<file path="src/rtl/ksa_pkg.sv">
// Shared constants, codes and beat types of the keyed slot allocator.
// No dependencies; the top level and the bench refer to this package.
`timescale 1ns / 1ps
`default_nettype none

package ksa_pkg;

    // Built pool depth and owner key width
    localparam int POOL_DEPTH = 16;
    localparam int KEY_WIDTH  = 32;

    // Derived widths
    localparam int IDX_W     = (POOL_DEPTH > 1) ? $clog2(POOL_DEPTH) : 1;
    localparam int CNT_W     = $clog2(POOL_DEPTH + 1);
    localparam int MAX_OUT   = 16;
    localparam int OUT_CNT_W = $clog2(MAX_OUT + 1);

    // Fixed field widths
    localparam int CFG_W  = 5;
    localparam int ACT_W  = 3;
    localparam int SLOT_W = 4;

    // Request actions
    localparam logic [ACT_W-1:0] ACT_ACQUIRE = 3'd0;
    localparam logic [ACT_W-1:0] ACT_RELEASE = 3'd1;
    localparam logic [ACT_W-1:0] ACT_QUERY   = 3'd2;
    localparam logic [ACT_W-1:0] ACT_MARK    = 3'd3;
    localparam logic [ACT_W-1:0] ACT_SWEEP   = 3'd4;

    // Result kinds
    localparam logic [ACT_W-1:0] KIND_ACQUIRE = 3'd0;
    localparam logic [ACT_W-1:0] KIND_RELEASE = 3'd1;
    localparam logic [ACT_W-1:0] KIND_QUERY   = 3'd2;
    localparam logic [ACT_W-1:0] KIND_EVICT   = 3'd3;
    localparam logic [ACT_W-1:0] KIND_DONE    = 3'd4;

    typedef struct packed {
        logic [ACT_W-1:0]     action;
        logic [KEY_WIDTH-1:0] entity_key;
        logic                 last;
    } t_in_beat;

    typedef struct packed {
        logic [ACT_W-1:0]     kind;
        logic                 ok;
        logic [SLOT_W-1:0]    slot;
        logic [KEY_WIDTH-1:0] evicted_key;
        logic                 last_res;
    } t_out_beat;

endpackage

`default_nettype wire

</file>
<file path="src/rtl/ksa_ram.sv">
// Generic single-write, single-read RAM with registered read data.
// No dependencies; used for the slot owner store.
`timescale 1ns / 1ps
`default_nettype none

module ksa_ram #(
    parameter int WIDTH = 32,
    parameter int DEPTH = 16
) (
    input  wire logic                   i_clk,
    input  wire logic                   i_we,
    input  wire logic [((DEPTH > 1) ? $clog2(DEPTH) : 1)-1:0] i_waddr,
    input  wire logic [WIDTH-1:0]       i_wdata,
    input  wire logic [((DEPTH > 1) ? $clog2(DEPTH) : 1)-1:0] i_raddr,
    output logic      [WIDTH-1:0]       o_rdata
);

    logic [WIDTH-1:0] r_mem [DEPTH];

    always_ff @(posedge i_clk) begin
        if (i_we) begin
            r_mem[i_waddr] <= i_wdata;
        end
        o_rdata <= r_mem[i_raddr];
    end

endmodule

`default_nettype wire

</file>
<file path="src/rtl/keyed_slot_allocator_unit.sv">
// Top level of the keyed slot allocator: sequencer, slot flags, owner RAM.
// Depends on ksa_pkg and ksa_ram.
//
// Keyed slot pool with one owner RAM read port that a sequencer walks one slot per cycle
// while no sweep is held. An item is taken when the block is idle; it then scans slots 0
// up to the active pool size (min of pool_size and the built depth), stopping early on a
// key hit, and then commits and loads the result. The last key of a reconcile list, or an
// empty list, adds a sweep over the active slots, and the commit and each eviction wait for
// the result register when the consumer stalls. A pool_size write clears all valid and
// mark flags in the same cycle; no clearing pass follows reset.
`timescale 1ns / 1ps
`default_nettype none

module keyed_slot_allocator_unit (
    input  wire logic                       i_clk,
    input  wire logic                       i_rst_n,
    input  wire logic                       i_cfg_we,
    input  wire logic [ksa_pkg::CFG_W-1:0]  i_cfg_data,
    input  wire logic                       i_in_valid,
    output logic                            o_in_stall,
    input  wire ksa_pkg::t_in_beat          i_in_beat,
    output logic                            o_out_valid,
    input  wire logic                       i_out_stall,
    output ksa_pkg::t_out_beat              o_out_beat
);

    localparam logic [2:0] S_IDLE  = 3'd0;
    localparam logic [2:0] S_SCAN  = 3'd1;
    localparam logic [2:0] S_APPLY = 3'd2;
    localparam logic [2:0] S_SWEEP = 3'd3;
    localparam logic [2:0] S_SWEND = 3'd4;

    // Control state
    logic [2:0]                       r_state, n_state;
    logic [ksa_pkg::CFG_W-1:0]        r_pool_size, n_pool_size;
    logic [ksa_pkg::POOL_DEPTH-1:0]   r_valid, n_valid;
    logic [ksa_pkg::POOL_DEPTH-1:0]   r_marked, n_marked;
    logic                             r_hit_vld, n_hit_vld;
    logic                             r_free_vld, n_free_vld;
    logic                             r_pend_vld, n_pend_vld;
    logic                             r_out_vld, n_out_vld;
    logic [ksa_pkg::OUT_CNT_W-1:0]    r_cnt, n_cnt;

    // Payload
    logic [ksa_pkg::ACT_W-1:0]        r_action, n_action;
    logic [ksa_pkg::KEY_WIDTH-1:0]    r_key, n_key;
    logic                             r_last, n_last;
    logic [ksa_pkg::IDX_W-1:0]        r_idx, n_idx;
    logic [ksa_pkg::IDX_W-1:0]        r_hit_idx, n_hit_idx;
    logic [ksa_pkg::IDX_W-1:0]        r_free_idx, n_free_idx;
    logic [ksa_pkg::IDX_W-1:0]        r_pend_idx, n_pend_idx;
    logic [ksa_pkg::KEY_WIDTH-1:0]    r_pend_key, n_pend_key;
    ksa_pkg::t_out_beat               r_out, n_out;

    // Datapath
    logic [ksa_pkg::CNT_W-1:0]        w_active;
    logic                             w_idx_end;
    logic                             w_out_free;
    logic                             w_hit;
    logic                             w_evict;
    logic                             w_adv;
    logic                             w_ram_we;
    logic [ksa_pkg::KEY_WIDTH-1:0]    w_rdata;

    assign w_active = (32'(r_pool_size) > ksa_pkg::POOL_DEPTH) ?
                      ksa_pkg::CNT_W'(ksa_pkg::POOL_DEPTH) :
                      ksa_pkg::CNT_W'(r_pool_size);
    assign w_idx_end  = ((ksa_pkg::CNT_W'(r_idx) + ksa_pkg::CNT_W'(1)) == w_active);
    assign w_out_free = !r_out_vld || !i_out_stall;
    assign w_hit      = r_valid[r_idx] && (w_rdata == r_key);
    assign w_evict    = r_valid[r_idx] && !r_marked[r_idx] &&
                        (r_cnt < ksa_pkg::OUT_CNT_W'(ksa_pkg::MAX_OUT));
    // Hold the sweep when a new eviction would overwrite a pending one that cannot leave
    assign w_adv      = !(w_evict && r_pend_vld && !w_out_free);

    // Read address is the next index, so read data lines up with r_idx
    ksa_ram #(
        .WIDTH (ksa_pkg::KEY_WIDTH),
        .DEPTH (ksa_pkg::POOL_DEPTH)
    ) u_owner_ram (
        .i_clk   (i_clk),
        .i_we    (w_ram_we),
        .i_waddr (r_free_idx),
        .i_wdata (r_key),
        .i_raddr (n_idx),
        .o_rdata (w_rdata)
    );

    always_comb begin
        n_state     = r_state;
        n_pool_size = r_pool_size;
        n_valid     = r_valid;
        n_marked    = r_marked;
        n_hit_vld   = r_hit_vld;
        n_free_vld  = r_free_vld;
        n_pend_vld  = r_pend_vld;
        n_out_vld   = r_out_vld && i_out_stall;
        n_cnt       = r_cnt;
        n_action    = r_action;
        n_key       = r_key;
        n_last      = r_last;
        n_idx       = r_idx;
        n_hit_idx   = r_hit_idx;
        n_free_idx  = r_free_idx;
        n_pend_idx  = r_pend_idx;
        n_pend_key  = r_pend_key;
        n_out       = r_out;
        w_ram_we    = 1'b0;

        case (r_state)
            S_IDLE: begin
                if (i_in_valid) begin
                    n_action   = i_in_beat.action;
                    n_key      = i_in_beat.entity_key;
                    n_last     = i_in_beat.last;
                    n_idx      = '0;
                    n_hit_vld  = 1'b0;
                    n_free_vld = 1'b0;
                    n_pend_vld = 1'b0;
                    n_cnt      = '0;
                    case (i_in_beat.action)
                        ksa_pkg::ACT_ACQUIRE, ksa_pkg::ACT_RELEASE,
                        ksa_pkg::ACT_QUERY, ksa_pkg::ACT_MARK: begin
                            n_state = (w_active == '0) ? S_APPLY : S_SCAN;
                        end
                        ksa_pkg::ACT_SWEEP: begin
                            n_state = (w_active == '0) ? S_SWEND : S_SWEEP;
                        end
                        default: begin
                            n_state = S_IDLE;
                        end
                    endcase
                end
            end

            S_SCAN: begin
                if (!r_valid[r_idx] && !r_free_vld) begin
                    n_free_vld = 1'b1;
                    n_free_idx = r_idx;
                end
                if (w_hit) begin
                    n_hit_vld = 1'b1;
                    n_hit_idx = r_idx;
                    n_state   = S_APPLY;
                end else if (w_idx_end) begin
                    n_state = S_APPLY;
                end else begin
                    n_idx = r_idx + ksa_pkg::IDX_W'(1);
                end
            end

            S_APPLY: begin
                n_out.evicted_key = '0;
                n_out.last_res    = 1'b0;
                n_out.ok          = 1'b0;
                n_out.slot        = '0;
                case (r_action)
                    ksa_pkg::ACT_MARK: begin
                        n_out = r_out;
                        if (r_hit_vld) begin
                            n_marked[r_hit_idx] = 1'b1;
                        end
                        if (r_last) begin
                            n_idx   = '0;
                            n_state = (w_active == '0) ? S_SWEND : S_SWEEP;
                        end else begin
                            n_state = S_IDLE;
                        end
                    end
                    ksa_pkg::ACT_ACQUIRE: begin
                        n_out.kind = ksa_pkg::KIND_ACQUIRE;
                        if (r_hit_vld) begin
                            n_out.ok   = 1'b1;
                            n_out.slot = ksa_pkg::SLOT_W'(r_hit_idx);
                        end else if (r_free_vld) begin
                            n_out.ok   = 1'b1;
                            n_out.slot = ksa_pkg::SLOT_W'(r_free_idx);
                        end
                        if (w_out_free) begin
                            if (!r_hit_vld && r_free_vld) begin
                                w_ram_we             = 1'b1;
                                n_valid[r_free_idx]  = 1'b1;
                                n_marked[r_free_idx] = 1'b0;
                            end
                            n_out_vld = 1'b1;
                            n_state   = S_IDLE;
                        end else begin
                            n_out = r_out;
                        end
                    end
                    ksa_pkg::ACT_RELEASE, ksa_pkg::ACT_QUERY: begin
                        n_out.kind = (r_action == ksa_pkg::ACT_RELEASE) ?
                                     ksa_pkg::KIND_RELEASE : ksa_pkg::KIND_QUERY;
                        if (r_hit_vld) begin
                            n_out.ok   = 1'b1;
                            n_out.slot = ksa_pkg::SLOT_W'(r_hit_idx);
                        end
                        if (w_out_free) begin
                            if (r_hit_vld && (r_action == ksa_pkg::ACT_RELEASE)) begin
                                n_valid[r_hit_idx]  = 1'b0;
                                n_marked[r_hit_idx] = 1'b0;
                            end
                            n_out_vld = 1'b1;
                            n_state   = S_IDLE;
                        end else begin
                            n_out = r_out;
                        end
                    end
                    default: begin
                        n_out   = r_out;
                        n_state = S_IDLE;
                    end
                endcase
            end

            S_SWEEP: begin
                if (w_evict && w_adv) begin
                    if (r_pend_vld) begin
                        n_out_vld         = 1'b1;
                        n_out.kind        = ksa_pkg::KIND_EVICT;
                        n_out.ok          = 1'b0;
                        n_out.slot        = ksa_pkg::SLOT_W'(r_pend_idx);
                        n_out.evicted_key = r_pend_key;
                        n_out.last_res    = 1'b0;
                    end
                    n_pend_vld     = 1'b1;
                    n_pend_idx     = r_idx;
                    n_pend_key     = w_rdata;
                    n_valid[r_idx] = 1'b0;
                    n_cnt          = r_cnt + ksa_pkg::OUT_CNT_W'(1);
                end
                if (w_adv) begin
                    if (w_idx_end) begin
                        n_state = S_SWEND;
                    end else begin
                        n_idx = r_idx + ksa_pkg::IDX_W'(1);
                    end
                end
            end

            S_SWEND: begin
                n_marked = '0;
                if (w_out_free) begin
                    n_out_vld      = 1'b1;
                    n_out.ok       = 1'b0;
                    n_out.last_res = 1'b1;
                    if (r_pend_vld) begin
                        n_out.kind        = ksa_pkg::KIND_EVICT;
                        n_out.slot        = ksa_pkg::SLOT_W'(r_pend_idx);
                        n_out.evicted_key = r_pend_key;
                    end else begin
                        n_out.kind        = ksa_pkg::KIND_DONE;
                        n_out.slot        = '0;
                        n_out.evicted_key = '0;
                    end
                    n_pend_vld = 1'b0;
                    n_state    = S_IDLE;
                end
            end

            default: begin
                n_state = S_IDLE;
            end
        endcase

        // Pool size write re-initializes the flags
        if (i_cfg_we) begin
            n_pool_size = i_cfg_data;
            n_valid     = '0;
            n_marked    = '0;
        end
    end

    always_ff @(posedge i_clk) begin
        if (!i_rst_n) begin
            r_state     <= S_IDLE;
            r_pool_size <= '0;
            r_valid     <= '0;
            r_marked    <= '0;
            r_hit_vld   <= 1'b0;
            r_free_vld  <= 1'b0;
            r_pend_vld  <= 1'b0;
            r_out_vld   <= 1'b0;
            r_cnt       <= '0;
        end else begin
            r_state     <= n_state;
            r_pool_size <= n_pool_size;
            r_valid     <= n_valid;
            r_marked    <= n_marked;
            r_hit_vld   <= n_hit_vld;
            r_free_vld  <= n_free_vld;
            r_pend_vld  <= n_pend_vld;
            r_out_vld   <= n_out_vld;
            r_cnt       <= n_cnt;
        end
    end

    always_ff @(posedge i_clk) begin
        r_action   <= n_action;
        r_key      <= n_key;
        r_last     <= n_last;
        r_idx      <= n_idx;
        r_hit_idx  <= n_hit_idx;
        r_free_idx <= n_free_idx;
        r_pend_idx <= n_pend_idx;
        r_pend_key <= n_pend_key;
        r_out      <= n_out;
    end

    assign o_in_stall  = (r_state != S_IDLE);
    assign o_out_valid = r_out_vld;
    assign o_out_beat  = r_out;

    // A pending eviction exists only inside a sweep
    a_pend_in_sweep: assert property (@(posedge i_clk) disable iff (!i_rst_n)
        r_pend_vld |-> (r_state == S_SWEEP || r_state == S_SWEND))
        else $error("pending eviction outside sweep");

    // Evictions never exceed the per-sweep cap
    a_cnt_cap: assert property (@(posedge i_clk) disable iff (!i_rst_n)
        r_cnt <= ksa_pkg::OUT_CNT_W'(ksa_pkg::MAX_OUT))
        else $error("eviction count above cap");

    // Sweep completion presents a beat marked last
    a_sweep_last: assert property (@(posedge i_clk) disable iff (!i_rst_n)
        (r_state == S_SWEND && w_out_free && !i_cfg_we) |=>
            (o_out_valid && o_out_beat.last_res))
        else $error("sweep ended without a last beat");

    // A recorded hit still points at a live slot when it is applied
    a_hit_live: assert property (@(posedge i_clk) disable iff (!i_rst_n)
        (r_state == S_APPLY && r_hit_vld && !$past(i_cfg_we)) |-> r_valid[r_hit_idx])
        else $error("hit on an invalid slot");

    // Scan index stays inside the active pool
    a_idx_range: assert property (@(posedge i_clk) disable iff (!i_rst_n)
        (r_state == S_SCAN || r_state == S_SWEEP) |-> (ksa_pkg::CNT_W'(r_idx) < w_active))
        else $error("scan index beyond active pool");

endmodule

`default_nettype wire

</file>
<file path="config.mk">
export PLATFORM = sky130hd
export DESIGN_NAME = keyed_slot_allocator_unit
export DESIGN_NICKNAME = d
export VERILOG_FILES = /design/src/rtl/ksa_pkg.sv /design/src/rtl/ksa_ram.sv /design/src/rtl/keyed_slot_allocator_unit.sv
export SDC_FILE = /design/constraint.sdc
export NUM_CORES = 1
export LEC_CHECK = 0
export BUFFER_PORTS_ARGS = -buffer_cell sky130_fd_sc_hd__buf_2
export CORE_UTILIZATION = 45
export DETAILED_ROUTE_END_ITERATION = 7
export GPL_ROUTABILITY_DRIVEN = 0
export SLEW_MARGIN = 30
export SYNTH_ARGS = -nofsm -noshare
export SYNTH_HDL_FRONTEND = slang
export SYNTH_SLANG_ARGS = --single-unit
</file>
<file path="constraint.sdc">
create_clock -name i_clk -period 10.7 [get_ports i_clk]
set_input_delay 1.605 -clock i_clk [delete_from_list [all_inputs] [get_ports i_clk]]
set_output_delay 1.605 -clock i_clk [all_outputs]
set_load 0.005 [all_outputs]
</file>
==> impl_metrics.tcl, run 1 <==
set metrics [dict create \
    async_flop_share_pct 0 \
    fmax_mhz 180 \
    drv_cap 0 \
    yosysWarnings 0 \
    whs_endpoint "r_pend_key[9]$_DFFE_PP_" \
    cts_buffers 77 \
    grt_pass1_vias 19995 \
    reg2reg_depth 13 \
    hold_ws_ps 451 \
    syn_area_per_cell_sq_um 12.9 \
    fp.dieW_microns 261 \
    synthesis.area_sq_um 30300 \
    syn_nets 2404 \
    post_cts_resized 0 \
    finalNonFillerCells 3295 \
    crit-reg2reg-launch "r_idx[1]$_DFF_P_" \
    cp_max_fo 85 \
    vias_per_cell 6.26 \
    finalSetupTns_ps 0 \
    layout_common_cells "edfxtp_1, inv_1, a21oi_1, o31ai_1, o211ai_1" \
    wl_per_cell_microns 27.2 \
    power.density_nw_per_um2 227 \
    min_path_type "flop to flop" \
    finalCritPeriodShare_pct 51.9 \
    clkTransAtPathRegs_ps 60 \
    worstSetupPathType "flop to flop" \
    max-slew-margin-rel_pct 31.3 \
    cts.sinks 718 \
    drtIter0Drc 2907 \
    fin_util_pct 51.6 \
    worst_slack_ps 5150 \
    ctsHoldBuffers 0 \
    synth-main-ff-cell "edfxtp_1" \
    finalHoldViolCount 0 \
    dp.cells 3153 \
    drive_above_1_share_pct 12.3 \
    antenna_cells 0 \
    outcome "finished clean" \
    synth_cells 2353 \
    synth-seq-area-share_pct 68.4 \
    first_pass_iters 6 \
    route.detailed.drc 0 \
    io_pins 89 \
    rsz0062_at_grt "false" \
    io_buffers 88 \
    clockBufferDepth 3 \
    ys_ff_latch 718 \
    initial_utilization_pct 45.7 \
    post_cts_buffers 0 \
    min_from "u_owner_ram.o_rdata[9]$_DFF_P_" \
    coreArea_sq_um 66200 \
    routed_wl_mm 89.5 \
    routed-via-count 20616 \
    ys_types 71 \
    grt_use_total_pct 26.4 \
    clk_latency_ps 630 \
    tightest_slew_ps 1030 \
    dp_hpwl_mm 44.9 \
    arrival_ps 6110 \
    nFillCells 5573 \
    pre_cts_ws_ps 4950 \
    setup_violations 0 \
    nNetsFinal 2419 \
    grt.overflow.total 0 \
    skew_ps 25.8 \
    grt_max_degree 87 \
    placementRows 94 \
    grt_pass1_wl_mm 133 \
    dieArea_sq_um 68400 \
    critPathRequiredTime_ps 11260 \
    fin_crit_ps 5550 \
    cts_tree "yes" \
    power_leakage_nw 11.7 \
    synth_edf_count 633 \
    cts-htree-levels 3 \
    ir_drop_mv 0.156 \
    die_y_microns 261 \
    clockRootBuffer "clkbuf_16" \
    r2r_end "u_owner_ram.o_rdata[16]$_DFF_P_" \
    mostFrequentLayoutCell "edfxtp_1" \
    drv_slew 0 \
    area_delta_synth_final_pct 12.8 \
    antenna_found_initial 1 \
    setup.worst_path.start_class "flop" \
    reg2reg_slack_ps 5150 \
    hold_depth 0 \
    ant_nets 0 \
    endpoint_kind "flop" \
]
==> worst max-delay path by stage <==
stage                          start                                  to  slack, ps  cells past startpoint
CTS                 r_idx[1]$_DFF_P_     u_owner_ram.o_rdata[24]$_DFF_P_       4880                     13
detailed placement  r_idx[1]$_DFF_P_     u_owner_ram.o_rdata[16]$_DFF_P_       4950                     13
floorplan                i_out_stall  u_owner_ram.r_mem[11][0]$_DFFE_PP_       5660                      5
global placement    r_idx[1]$_DFF_P_      u_owner_ram.o_rdata[3]$_DFF_P_       4790                     13
finish              r_idx[1]$_DFF_P_     u_owner_ram.o_rdata[16]$_DFF_P_       5150                     13
global route        r_idx[0]$_DFF_P_      u_owner_ram.o_rdata[0]$_DFF_P_       5000                     15
==> area by class of cell <==
class,instances,area (sq um),area share (%)
inverters,274,1030,3.02
clock buffers,103,2110,6.16
clock inverters,39,484,1.42
well taps,864,1080,3.16
repair buffers,132,786,2.30
multi-input cells,1165,7960,23.3
flip-flops and latches,718,20700,60.6
==> worst max-delay path, cell delays in order (launching register included) <==
cell	delay, ps
dfxtp_2	690
ha_1	640
xnor2_1	250
o2bb2ai_1	190
o22ai_1	370
a32o_2	290
a2bb2oi_4	140
buf_4	620
buf_6	710
o21ai_1	230
a221oi_4	320
buf_4	550
o21ai_0	220
nand4_1	150
==> through the flow <==
stage               total power, W  instance area, sq um
floorplan                  0.00448                 30300
global placement           0.00503                 31500
detailed placement         0.00504                 31600
CTS                        0.00777                 34100
global route               0.00802                 34200
finish                     0.00776                 34200
==> cell families after synthesis <==
family | Yosys count | synth area share [%]
compound gates | 811 | 18.3
flops | 718 | 68.4
buf+inv | 470 | 6.17
simple gates | 295 | 5.09
xor+xnor | 40 | 1.16
mux | 14 | 0.752
fa+ha+maj | 5 | 0.207
==> per-layer routing <==
layer	global-route usage (%)	up-vias	routed length (microns)	part of all wire, %
li1	-	9032	-	-
met5	0	-	0	0
met1	38.0	10322	37800	42
met2	39.9	1087	40600	45
met3	4.82	175	8360	9.3
met4	9.72	0	2670	3.0
==> state kept, by name, indices dropped and copies added (netlist names), 5 cells and up <==
signal               count
u_owner_ram.r_mem      512
r_pend_key              32
o_out_beat              41
r_valid                 16
r_marked                16
r_pool_size              5
r_cnt                    5
u_owner_ram.o_rdata     32
r_key                   32
==> power by group <==
group          total (W)  internal [W]  switching [W]
sequential       0.00340       0.00322       0.000176
clock            0.00275       0.00163        0.00112
combinational    0.00162      0.000469        0.00115
total            0.00776       0.00532        0.00244
==> synth_stat cells, types with 3 or more instances <==
cell type,n,area [sq um]
a22oi_1,6,45.0
buf_1,15,56.3
o21ai_0,43,215
buf_2,51,255
o32ai_1,128,1120
mux4_2,7,158
a311oi_1,12,105
and3_1,3,18.8
mux2i_1,7,70.1
nand3_1,22,110
o211ai_1,132,991
nor2_1,65,244
xnor2_1,37,324
o221ai_1,11,96.3
nand2b_1,11,68.8
a41oi_1,5,43.8
o31ai_1,134,1010
nor3_1,12,60.1
nand2_1,57,214
clkbuf_1,119,447
a211oi_1,20,150
buf_4,6,45.0
inv_1,272,1020
ha_1,5,62.6
xor2_1,3,26.3
o21ai_1,107,536
o22ai_1,8,50.1
clkbuf_2,3,15.0
edfxtp_1,633,19000
or3_1,4,25.0
a31oi_1,11,68.8
nor2b_1,51,319
dfxtp_1,85,1700
nand4_1,44,275
and2_1,7,43.8
a21oi_1,170,851
Note: power is estimated with default switching activity, not from simulation.
==> inputs of run 2 (changes only) <==
==> constraint.sdc (replaced) <==
create_clock -name i_clk -period 5.4 [get_ports i_clk]
set_input_delay 0.81 -clock i_clk [delete_from_list [all_inputs] [get_ports i_clk]]
set_output_delay 0.81 -clock i_clk [all_outputs]
set_load 0.005 [all_outputs]
==> run 2 against run 1 <==
Sequential power up 97%. First-iteration DRC count shrank 5.5%. Flip-flop and latch count unchanged. Global-route usage barely moved. Power increased by 98%. Critical endpoint is now u_owner_ram.o_rdata[21]$_DFF_P_. Largest cell class unchanged.
==> impl_metrics.tcl, run 2 (synthesis results as in run 1) <==
set metrics [dict create \
    cp_max_fo 110 \
    outcome "finished clean" \
    largest_register "u_owner_ram.r_mem" \
    hold_depth 1 \
    power.density_nw_per_um2 445 \
    tightest_slew_ps 1000 \
    grt.overflow.total 0 \
    critPathRequiredTime_ps 5890 \
    max-slew-margin-rel_pct 32.9 \
    cts-htree-levels 3 \
    mostFrequentLayoutCell "edfxtp_1" \
    fmax_mhz 213 \
    routed_wl_mm 89.9 \
    slowest_delay_ps 770 \
    ant_nets 0 \
    nNetsFinal 2448 \
    power_leakage_nw 11.9 \
    arrival_ps 5190 \
    ir_drop_mv 0.286 \
    reg2reg_depth 11 \
    cts_buffers 78 \
    die_y_microns 261 \
    nFillCells 5624 \
    grt_max_degree 129 \
    setup_violations 0 \
    antenna_found_initial 1 \
    area_delta_synth_final_pct 13.9 \
    vias_per_cell 6.27 \
    cts_tree "yes" \
    io_pins 89 \
    initial_utilization_pct 45.7 \
    rsz0062_at_grt "false" \
    critPathTopFamily "compound AO/OA/AOI/OAI gates" \
    layout_common_cells "edfxtp_1, inv_1, a21oi_1, o31ai_1, o211ai_1" \
    drtIter0Drc 2746 \
    clockBufferDepth 3 \
    pre_cts_ws_ps 826 \
    clkTransAtPathRegs_ps 60 \
    io_buffers 88 \
    post_cts_buffers 0 \
    finalSetupTns_ps 0 \
    antenna_cells 0 \
    cp.depth 11 \
    fin_util_pct 52.1 \
    cts.sinks 718 \
    clockRootBuffer "clkbuf_16" \
    dp_hpwl_mm 48.8 \
    setup.worst_path.start_class "flop" \
    dieArea_sq_um 68400 \
    worstPathCellList "ha_1 -> xnor2_1 -> o2bb2ai_1 -> o22ai_1 -> a311o_1 -> o31a_4 -> nor3_4 -> buf_12 -> o32ai_1 -> o21ai_1 -> nand4_1" \
    placementRows 94 \
    critPathSlowestCell "nor3_4" \
    fin_crit_ps 4700 \
    grt_pass1_wl_mm 133 \
    endpoint_kind "flop" \
    worst_slack_ps 700 \
    ctsHoldBuffers 0 \
    routed-via-count 20821 \
    route.detailed.drc 0 \
    worst-path-buf-inv 1 \
    drv_slew 0 \
    finalNonFillerCells 3322 \
    post_cts_resized 0 \
    wl_per_cell_microns 27.1 \
    finalHoldViolCount 0 \
    first_pass_iters 5 \
    grt_use_total_pct 26.4 \
    skew_ps 30.3 \
    coreArea_sq_um 66200 \
    clk_latency_ps 630 \
    largest_reg_flops 512 \
    drv_cap 0 \
    grt_pass1_vias 20543 \
    fp.dieW_microns 261 \
    dp.cells 3181 \
    drive_above_1_share_pct 13.0 \
    worstSetupPathType "flop to flop" \
    finalCritPeriodShare_pct 87.0 \
    min_path_type "primary input to flop" \
    p_total_w 0.0154 \
]
[run 2: path summary, 6_finish.rpt]
check	endpoint	start	slack, ps
setup / recovery	u_owner_ram.o_rdata[21]$_DFF_P_	r_idx[0]$_DFF_P_	700
setup reg to reg	u_owner_ram.o_rdata[21]$_DFF_P_	r_idx[0]$_DFF_P_	700
hold / removal	r_key[8]$_DFFE_PP_	i_in_beat[9]	360
hold reg to reg	r_pend_key[9]$_DFFE_PP_	u_owner_ram.o_rdata[9]$_DFF_P_	460
[run 2: power by group]
part	internal, W	switching, W	total [W]
Combinational	0.00106	0.00233	0.00338
Clock	0.00310	0.00219	0.00528
Sequential	0.00638	0.000312	0.00669
[run 2: area by class of cell]
type	instances	area, sq um	share of cell area (%)
Sequential cell	718	20700	60.0
Multi-Input combinational cell	1165	7960	23.1
Clock buffer	105	2120	6.16
Timing Repair Buffer	160	1220	3.54
Tap cell	864	1080	3.13
Inverter	274	1030	2.99
Clock inverter	36	375	1.09
[run 2: through the flow]
stage	cell area, sq um	hold WS (ps)
2_1_floorplan	30300	429
6_report	34500	359
4_1_cts	34500	329
3_3_place_gp	31900	443
3_5_place_dp	32000	449
5_1_grt	34500	348
[run 2: worst reg2reg max path: stages (launching register included)]
cell       delay, ps
dfxtp_1          630
ha_1             550
xnor2_1          260
o2bb2ai_1        160
o22ai_1          150
a311o_1          450
o31a_4           420
nor3_4           770
buf_12           520
o32ai_1          340
o21ai_1          220
nand4_1          110
[run 2: routing by layer]
metal  up-vias  global-route usage [%]  part of all wire, %
li1       9119                       -                    -
met1     10429                    36.3                   41
met2      1111                    41.4                   46
met3       162                    5.72                  9.6
met4         0                    9.30                  2.8
met5         -                       0                    0
